`config.mk`:
```
export PLATFORM = sky130hd
export DESIGN_NAME = kpsc_check
export DESIGN_NICKNAME = d
export VERILOG_FILES = /design/src/design/kpsc_pkg.sv /design/src/design/kpsc_check.sv
export VERILOG_INCLUDE_DIRS = /design/src /design/src/design
export SDC_FILE = /design/constraint.sdc
export NUM_CORES = 1
export LEC_CHECK = 0
export BUFFER_PORTS_ARGS = -buffer_cell sky130_fd_sc_hd__clkbuf_2
export CORE_MARGIN = 2
export CORE_UTILIZATION = 40
export CTS_CLUSTER_DIAMETER = 100
export DETAILED_ROUTE_END_ITERATION = 6
export GPL_TIMING_DRIVEN = 0
export PLACE_DENSITY = 0.72
export SLEW_MARGIN = 20
export SYNTH_ARGS = -nofsm -noshare
export SYNTH_HDL_FRONTEND = slang
export SYNTH_SLANG_ARGS = --single-unit
```
`constraint.sdc`:
```
create_clock -name aclk -period 3.07 [get_ports aclk]
set_input_delay 0.1535 -clock aclk [delete_from_list [all_inputs] [get_ports aclk]]
set_output_delay 0.1535 -clock aclk [all_outputs]
set_load 0.005 [all_outputs]
```
`src/design/key_packet_sequence_checker_assert.svh`:
```
// ----------------------------------------------------------------------------
// Assertion macros for the key packet sequence checker
// Shared concurrent assertion forms, one per reset handling style.
// ----------------------------------------------------------------------------
`ifndef KEY_PACKET_SEQUENCE_CHECKER_ASSERT_SVH
`define KEY_PACKET_SEQUENCE_CHECKER_ASSERT_SVH

// Checked only while out of reset.
`define KPSC_ASSERT(lbl, clk, rstn, prop) \
    lbl: assert property (@(posedge clk) disable iff (!(rstn)) prop) \
        else $error("kpsc assertion failed");

// Checked at every edge, reset included.
`define KPSC_ASSERT_ALWAYS(lbl, clk, prop) \
    lbl: assert property (@(posedge clk) prop) \
        else $error("kpsc assertion failed");

`endif

```
`src/design/kpsc_pkg.sv`:
```
// ----------------------------------------------------------------------------
// kpsc_pkg
// Types and codes shared by the key packet sequence checker modules.
// ----------------------------------------------------------------------------
package kpsc_pkg;

    localparam int TAG_W  = 6;
    localparam int SIG_W  = 8;
    localparam int VER_W  = 8;
    localparam int KIND_W = 3;
    localparam int PH_W   = 3;
    localparam int ERR_W  = 4;
    localparam int VERD_W = 2;
    localparam int WARN_W = 2;
    localparam int S_DATA_W = 24;
    localparam int M_DATA_W = 8;

    // packet tags
    localparam logic [TAG_W-1:0] TAG_SIG        = 6'd2;
    localparam logic [TAG_W-1:0] TAG_SEC_KEY    = 6'd5;
    localparam logic [TAG_W-1:0] TAG_PUB_KEY    = 6'd6;
    localparam logic [TAG_W-1:0] TAG_SEC_SUBKEY = 6'd7;
    localparam logic [TAG_W-1:0] TAG_UID        = 6'd13;
    localparam logic [TAG_W-1:0] TAG_PUB_SUBKEY = 6'd14;
    localparam logic [TAG_W-1:0] TAG_ATTR       = 6'd17;

    // signature types
    localparam logic [SIG_W-1:0] SIG_CERT_LO    = 8'h10;
    localparam logic [SIG_W-1:0] SIG_CERT_HI    = 8'h13;
    localparam logic [SIG_W-1:0] SIG_BINDING    = 8'h18;
    localparam logic [SIG_W-1:0] SIG_KEY_REVOKE = 8'h20;
    localparam logic [SIG_W-1:0] SIG_SUB_REVOKE = 8'h28;
    localparam logic [SIG_W-1:0] SIG_UID_REVOKE = 8'h30;

    localparam logic [VER_W-1:0] KEY_V3 = 8'd3;

    localparam logic [KIND_W-1:0] KIND_PUBLIC  = 3'd0;
    localparam logic [KIND_W-1:0] KIND_PRIVATE = 3'd1;

    // sequence phases
    localparam logic [PH_W-1:0] PH_KEY    = 3'd0;
    localparam logic [PH_W-1:0] PH_REVOKE = 3'd1;
    localparam logic [PH_W-1:0] PH_USER   = 3'd2;
    localparam logic [PH_W-1:0] PH_SUBKEY = 3'd3;
    localparam logic [PH_W-1:0] PH_FAIL   = 3'd4;

    // error codes
    localparam logic [ERR_W-1:0] ERR_NONE        = 4'd0;
    localparam logic [ERR_W-1:0] ERR_BAD_TYPE    = 4'd1;
    localparam logic [ERR_W-1:0] ERR_TOO_FEW     = 4'd2;
    localparam logic [ERR_W-1:0] ERR_FIRST_NOKEY = 4'd3;
    localparam logic [ERR_W-1:0] ERR_BAD_KEY_SIG = 4'd4;
    localparam logic [ERR_W-1:0] ERR_NOT_USER    = 4'd5;
    localparam logic [ERR_W-1:0] ERR_BAD_USR_SIG = 4'd6;
    localparam logic [ERR_W-1:0] ERR_NO_UID      = 4'd7;
    localparam logic [ERR_W-1:0] ERR_BAD_SUBKEY  = 4'd8;
    localparam logic [ERR_W-1:0] ERR_V3_SUBKEY   = 4'd9;
    localparam logic [ERR_W-1:0] ERR_NO_BINDING  = 4'd10;

    localparam logic [VERD_W-1:0] VERD_OPEN   = 2'd0;
    localparam logic [VERD_W-1:0] VERD_ACCEPT = 2'd1;
    localparam logic [VERD_W-1:0] VERD_REJECT = 2'd2;

    localparam logic [WARN_W-1:0] WARN_NONE   = 2'd0;
    localparam logic [WARN_W-1:0] WARN_KEY    = 2'd1;
    localparam logic [WARN_W-1:0] WARN_UID    = 2'd2;
    localparam logic [WARN_W-1:0] WARN_SUBKEY = 2'd3;

    typedef struct packed {
        logic             last;
        logic [VER_W-1:0] key_version;
        logic [SIG_W-1:0] sig_type;
        logic [TAG_W-1:0] packet_tag;
    } pkt_t;

    typedef struct packed {
        logic [WARN_W-1:0] revocation_warning;
        logic [ERR_W-1:0]  error_code;
        logic [VERD_W-1:0] verdict;
    } res_t;

endpackage

```
`src/design/kpsc_check.sv`:
```
// ----------------------------------------------------------------------------
// kpsc_check
// Sequence state and grammar check, one packet per cycle while step is high.
// ----------------------------------------------------------------------------
`include "key_packet_sequence_checker_assert.svh"

module kpsc_check
    import kpsc_pkg::*;
(
    input  logic              aclk,
    input  logic              aresetn,
    input  logic [KIND_W-1:0] kind,
    input  logic              step,
    input  pkt_t              pkt,
    output res_t              res
);

    logic [PH_W-1:0]  phase_reg,   phase_next;
    logic             v3_reg,      v3_next;
    logic             saw_uid_reg, saw_uid_next;
    logic             cur_uid_reg, cur_uid_next;
    logic             binding_reg, binding_next;
    logic [ERR_W-1:0] err_reg,     err_next;

    always_comb begin
        logic [ERR_W-1:0]  code;
        logic              is_user;
        logic              sub_ok;
        logic [TAG_W-1:0]  key_tag;
        logic [WARN_W-1:0] warn;

        code         = ERR_NONE;
        warn         = WARN_NONE;
        phase_next   = phase_reg;
        v3_next      = v3_reg;
        saw_uid_next = saw_uid_reg;
        cur_uid_next = cur_uid_reg;
        binding_next = binding_reg;
        is_user      = (pkt.packet_tag == TAG_UID) || (pkt.packet_tag == TAG_ATTR);
        key_tag      = (kind == KIND_PUBLIC) ? TAG_PUB_KEY : TAG_SEC_KEY;
        // unknown kinds match no subkey tag
        sub_ok = ((kind == KIND_PUBLIC)  && (pkt.packet_tag == TAG_PUB_SUBKEY)) ||
                 ((kind == KIND_PRIVATE) && (pkt.packet_tag == TAG_SEC_SUBKEY));

        case (phase_reg)
            PH_KEY: begin
                v3_next = (pkt.key_version == KEY_V3);
                if (kind != KIND_PUBLIC && kind != KIND_PRIVATE) begin
                    code = ERR_BAD_TYPE;
                end else if (pkt.last) begin
                    code = ERR_TOO_FEW;
                end else if (pkt.packet_tag != key_tag) begin
                    code = ERR_FIRST_NOKEY;
                end else begin
                    phase_next = PH_REVOKE;
                end
            end
            PH_REVOKE: begin
                if (pkt.packet_tag == TAG_SIG) begin
                    if (pkt.sig_type == SIG_KEY_REVOKE) warn = WARN_KEY;
                    else code = ERR_BAD_KEY_SIG;
                end else if (is_user) begin
                    cur_uid_next = (pkt.packet_tag == TAG_UID);
                    saw_uid_next = saw_uid_reg || (pkt.packet_tag == TAG_UID);
                    phase_next   = PH_USER;
                end else begin
                    code = ERR_NOT_USER;
                end
            end
            PH_USER: begin
                if (pkt.packet_tag == TAG_SIG) begin
                    if (pkt.sig_type >= SIG_CERT_LO && pkt.sig_type <= SIG_CERT_HI) begin
                        warn = WARN_NONE;
                    end else if (cur_uid_reg && pkt.sig_type == SIG_UID_REVOKE) begin
                        warn = WARN_UID;
                    end else begin
                        code = ERR_BAD_USR_SIG;
                    end
                end else if (is_user) begin
                    cur_uid_next = (pkt.packet_tag == TAG_UID);
                    saw_uid_next = saw_uid_reg || (pkt.packet_tag == TAG_UID);
                    phase_next   = PH_USER;
                end else if (!saw_uid_reg) begin
                    code = ERR_NO_UID;
                end else if (!sub_ok) begin
                    code = ERR_BAD_SUBKEY;
                end else if (v3_reg) begin
                    code = ERR_V3_SUBKEY;
                end else begin
                    binding_next = 1'b0;
                    phase_next   = PH_SUBKEY;
                end
            end
            PH_SUBKEY: begin
                if (pkt.packet_tag == TAG_SIG) begin
                    if (pkt.sig_type == SIG_SUB_REVOKE) warn = WARN_SUBKEY;
                    else if (pkt.sig_type == SIG_BINDING) binding_next = 1'b1;
                end else if (!binding_reg) begin
                    code = ERR_NO_BINDING;
                end else if (!sub_ok) begin
                    code = ERR_BAD_SUBKEY;
                end else if (v3_reg) begin
                    code = ERR_V3_SUBKEY;
                end else begin
                    binding_next = 1'b0;
                    phase_next   = PH_SUBKEY;
                end
            end
            default: begin
                code = ERR_NONE;
            end
        endcase

        // end-of-block checks on the phase the packet left behind
        if (code == ERR_NONE && pkt.last) begin
            if (phase_next == PH_REVOKE) code = ERR_NOT_USER;
            else if (phase_next == PH_USER && !saw_uid_next) code = ERR_NO_UID;
            else if (phase_next == PH_SUBKEY && !binding_next) code = ERR_NO_BINDING;
        end

        err_next = err_reg;
        if (code != ERR_NONE) begin
            phase_next = PH_FAIL;
            if (err_reg == ERR_NONE) err_next = code;
        end

        res.error_code         = err_next;
        res.revocation_warning = warn;
        if (err_next != ERR_NONE) res.verdict = VERD_REJECT;
        else if (pkt.last)        res.verdict = VERD_ACCEPT;
        else                      res.verdict = VERD_OPEN;

        if (pkt.last) begin
            phase_next   = PH_KEY;
            v3_next      = 1'b0;
            saw_uid_next = 1'b0;
            cur_uid_next = 1'b0;
            binding_next = 1'b0;
            err_next     = ERR_NONE;
        end
    end

    always_ff @(posedge aclk) begin
        if (!aresetn) begin
            phase_reg   <= PH_KEY;
            v3_reg      <= 1'b0;
            saw_uid_reg <= 1'b0;
            cur_uid_reg <= 1'b0;
            binding_reg <= 1'b0;
            err_reg     <= ERR_NONE;
        end else if (step) begin
            phase_reg   <= phase_next;
            v3_reg      <= v3_next;
            saw_uid_reg <= saw_uid_next;
            cur_uid_reg <= cur_uid_next;
            binding_reg <= binding_next;
            err_reg     <= err_next;
        end
    end

    `KPSC_ASSERT(a_err_sticky, aclk, aresetn, (step && err_reg != ERR_NONE && !pkt.last) |=> $stable(err_reg))
    `KPSC_ASSERT(a_fail_has_err, aclk, aresetn, (phase_reg == PH_FAIL) == (err_reg != ERR_NONE))
    `KPSC_ASSERT(a_last_clears, aclk, aresetn, (step && pkt.last) |=> (phase_reg == PH_KEY && err_reg == ERR_NONE && !saw_uid_reg))

endmodule

```
== Yosys cells after proc, flatten, opt, wreduce, memory -nomap -nowiden ==
Index checks and enable logic that the tools add are counted.

* Eq/ne operators: 20
* Muxes and demuxes: 72
* Reduce and logical (&&, ||, !) cells: 26
* Magnitude comparators: 2

{| class="wikitable"
|+ Operator list
! kind !! number
|-
| 4-bit two-way mux || 15
|-
| 3-bit two-way mux || 18
|-
| 1-bit two-way mux || 25
|-
| 8-bit by 6-bit equality test with 1-bit output (second input constant) || 3
|-
| 2-bit two-way mux || 10
|-
| 4-bit one-hot mux with 4 select lines || 1
|-
| 3-bit by 2-bit equality test with 1-bit output (second input constant) || 4
|-
| 6-bit by 4-bit equality test with 1-bit output (second input constant) || 2
|-
| 3-bit one-hot mux with 4 select lines || 1
|-
| 3-bit by 1-bit equality test with 1-bit output (second input constant) || 3
|-
| 8-bit by 2-bit equality test with 1-bit output (second input constant) || 1
|-
| 8-bit by 5-bit equality test with 1-bit output (second input constant) || 1
|-
| 8-bit by 5-bit greater-or-equal comparator with 1-bit output (second input constant) || 1
|-
| 8-bit by 5-bit <= comparator with 1-bit output (second input constant) || 1
|-
| 1-bit logical AND || 8
|-
| 4-bit zero test || 2
|-
| 4-bit nonzero test || 2
|-
| 6-bit by 2-bit equality test with 1-bit output (second input constant) || 1
|-
| 6-bit by 3-bit equality test with 1-bit output (second input constant) || 1
|-
| 6-bit by 5-bit equality test with 1-bit output (second input constant) || 1
|-
| 3-bit zero test || 2
|-
| 6-bit by 3-bit inequality test with 1-bit output || 1
|-
| 2-bit one-hot mux with 3 select lines || 1
|-
| 2-bit nonzero test || 3
|-
| other kinds (9) || 12
|}

* Register bits after elaboration: 11
* Word-level logic and storage cells: 126
* Output and inout port bits: 8

== Depth between registers and ports, before layout ==
* Depth after elaboration: 18
* Depth in mapped cells: 9
* Mapped depth without buffers: 7

== Least setup slack after synthesis ==
Ideal clock, no wire load.

* Path kind: reg-to-output
* From: reg phase_reg[0]
* To: out res[0] in the netlist's numbering
* Cell stages (with the launch flop): 9
* Arrival: 2117 ps
* Required time: 2917 ps
* Setup slack: 800 ps
* Buffers on the path: 1
* Cells stage by stage: dfxtp_1 clkbuf_2 or4b_2 a21oi_1 a32oi_1 o211ai_1 a211oi_1 nor4b_1 and4_1

{| class="wikitable"
|+ RTL lines
! item !! line !! RTL
|-
| from (decl) || kpsc_check.sv:18 || <nowiki>logic [PH_W-1:0] phase_reg, phase_next;</nowiki>
|-
| from (signal assigned) || kpsc_check.sv:152 || <nowiki>phase_reg <= phase_next;</nowiki>
|-
| to (decl) || kpsc_check.sv:15 || <nowiki>output res_t res</nowiki>
|}

==> flow_metrics.env <==
export IMPL_r2r_end="err_reg[2]$_SDFFE_PN0P_"
export IMPL_clock_fmax_mhz=347
export IMPL_antenna_found_initial=0
export IMPL_root_buffer="clkbuf_4"
export IMPL_place_inst=239
export IMPL_hold_viol_final=0
export IMPL_holdPathEnd="binding_reg$_SDFFE_PN0P_"
export IMPL_numCtsBuffers=3
export IMPL_fin_skew_ns=0.00254
export IMPL_insertion_delay_ns=0.27
export IMPL_dp_hpwl_um=2690
export IMPL_arrival_ns=2.73
export IMPL_syn2layout_area_growth_pct=20.4
export IMPL_portBuffers=35
export IMPL_io_pin_count=37
export IMPL_worstHoldStart="aresetn"
export IMPL_drive_gt1_frac=0.248
export IMPL_wl_um=3410
export IMPL_synth_largest_area_cell="dfxtp_1"
export IMPL_syn_nets=200
export IMPL_first_iter_violations=116
export IMPL_clock_path_buffers=2
export IMPL_initial_core_util=0.408
export IMPL_dr_pass1_iters=4
export IMPL_clock_sinks=11
export IMPL_stdcell_count=243
export IMPL_worst_pin_slew_ns=0.676
export IMPL_synth_edf_count=0
export IMPL_post_cts_buffers=0
export IMPL_outcome="complete, no violations"
export IMPL_grt_total_usage=0.214
export IMPL_pre_cts_slack_ns=0.399
export IMPL_start_kind="register"
export IMPL_final_cell_mix="clkbuf_2 (36), nor2_1 (14), o21ai_0 (12)"
export IMPL_grt_max_degree=11
export IMPL_regArea_um2=220
export IMPL_wl_per_cell_um=14.0
export IMPL_ff2ff_path_depth=7
export IMPL_die_h_um=59.1
export IMPL_cts_tree="built"
export IMPL_num_vias=1466
export IMPL_gr_total_overflow=0
export IMPL_dieWidth_um=59.1
export IMPL_relSlewSlack=0.543
export IMPL_maxCapViolations=0
export IMPL_multi_input_area_um2=953
export IMPL_layout_commonest_cell="clkbuf_2"
export IMPL_largest_register_ffs=4
export IMPL_rrSetupSlack_ns=0.69
export IMPL_grt_pass1_wl_um=5820
export IMPL_p_per_area_nw_per_um2=267
export IMPL_drc_errors=0
export IMPL_yosys_top_cells_area="dfxtp_1 (18%), o21ai_0 (4.9%), nor2_1 (4.3%), nor3_1 (3.7%), nand4b_1 (3.6%)"
export IMPL_synth_warnings=0
export IMPL_slew_violations=0
export IMPL_core_um2=2980
export IMPL_ys_flop_type="dfxtp_1"
export IMPL_avgViaCountPerCell=6.03
export IMPL_endpoint_kind="output port"
export IMPL_clock_tree_htree_level_count=1
export IMPL_post_cts_resized=0
export IMPL_async_flop_share=0
export IMPL_synth_cells=171
export IMPL_finalCritPeriodShare=0.938
export IMPL_rsz0062_at_grt="false"
export IMPL_period_needed_ns=2.88
export IMPL_gp_congestion=0.882
export IMPL_utilization=0.492
export IMPL_hold_path_depth=2
export IMPL_hold_buffers=0
export IMPL_final_antenna_net_count=0
export IMPL_synth_seq_area_share=0.181
export IMPL_tns_ns=0
export IMPL_nNetsFinal=240
export IMPL_die_area_um2=3500
export IMPL_syn_cell_area_um2=1220
export IMPL_timing_final_ws_setup_ns=0.189
export IMPL_clk_pin_slew_ns=0.07
export IMPL_grt_pass1_vias=1281
export IMPL_num_rows=20
export IMPL_yosysTopAreaCellShare=0.181
export IMPL_critPathRequiredTime_ns=2.92
export IMPL_vdd_drop_max_mv=0.178
export IMPL_hold_path_class="in2reg"
export IMPL_yosys_cell_types_count=53
export IMPL_setup_worst_path_class="reg2out"
export IMPL_finalSetupViolCount=0
export IMPL_syn_area_per_cell_um2=7.11
export IMPL_reg2reg_from="phase_reg[2]$_SDFFE_PN0P_"
export IMPL_fillerInstances=296
export IMPL_ys_seq_elements=11
export IMPL_leakage_nw=0.551
export IMPL_crit_fanout=8
export IMPL_antenna_cells=0
==> metal layers <==
metal / global-route usage / wire, um / up-vias
li1: - / - / 745
met1: 0.289 / 1640 / 675
met2: 0.363 / 1590 / 44
met3: 0.0197 / 166 / 2
met4: 0.0617 / 14 / 0
met5: 0 / 0 / -
==> worst max-delay path by stage <==
stage / slack [ns] / end / startpoint / cells past startpoint
after detailed placement: 0.40 / res[0] / pkt[0] / 9
after floorplan: 0.80 / res[0] / phase_reg[0]$_SDFFE_PN0P_ / 8
after CTS: 0.20 / res[0] / phase_reg[0]$_SDFFE_PN0P_ / 9
final: 0.19 / res[0] / phase_reg[0]$_SDFFE_PN0P_ / 9
after global routing: 0.008 / res[0] / phase_reg[0]$_SDFFE_PN0P_ / 9
after global placement: 0.46 / res[0] / pkt[0] / 9
==> cells in the mapped netlist (3+ instances only) <==
cell type / instances
o31a_1: 3
nand3_1: 8
o211ai_1: 4
a21oi_1: 8
o21bai_1: 3
nor4_1: 3
nand4b_1: 5
clkbuf_1: 4
a31oi_1: 4
inv_1: 5
or2_2: 5
nor3b_1: 4
nor2b_1: 7
nand3b_1: 3
and2_1: 3
o21ai_0: 12
dfxtp_1: 11
nor4b_1: 4
nand2b_1: 5
nor3_1: 9
nor2_1: 14
nand2_1: 9
==> metrics by stage <==
step	instance area, um2	total power [mW]	hold slack, ns
2_1_floorplan	1220	0.240	0.282
5_1_grt	1460	0.420	0.186
4_1_cts	1460	0.393	0.167
3_5_place_dp	1430	0.294	0.445
3_3_place_gp	1430	0.294	0.441
6_report	1460	0.391	0.172
==> critical path, stage by stage, from the launching register on <==
cell and delay, ns:
dfxtp_1 0.30, clkbuf_2 0.15, or4b_2 0.68, a21oi_1 0.14
a32oi_1 0.12, o211ai_1 0.26, a211oi_1 0.14, nor4b_1 0.33
and4_1 0.23, clkbuf_2 0.11
==> cell type report <==
class                           count  share of cell area
Multi-Input combinational cell    148               0.651
Buffer                              7              0.0197
Clock buffer                        4              0.0179
Sequential cell                    11               0.150
Timing Repair Buffer               35               0.120
Tap cell                           33              0.0282
Inverter                            5              0.0128
==> kinds of logic after synthesis <==
family	synth area share
buf+inv	0.0391
simple gates	0.457
flops	0.181
xor+xnor	0.00720
mux	0.00823
compound gates	0.308
==> power by group <==
group,switching [mW],leakage [nW],internal [mW],total [mW]
sequential,0.00525,0.0892,0.148,0.153
clock,0.0480,0.0150,0.0503,0.0983
combinational,0.0783,0.447,0.0617,0.140
total,0.132,0.551,0.259,0.391
Power figures use the tool's default switching activity.
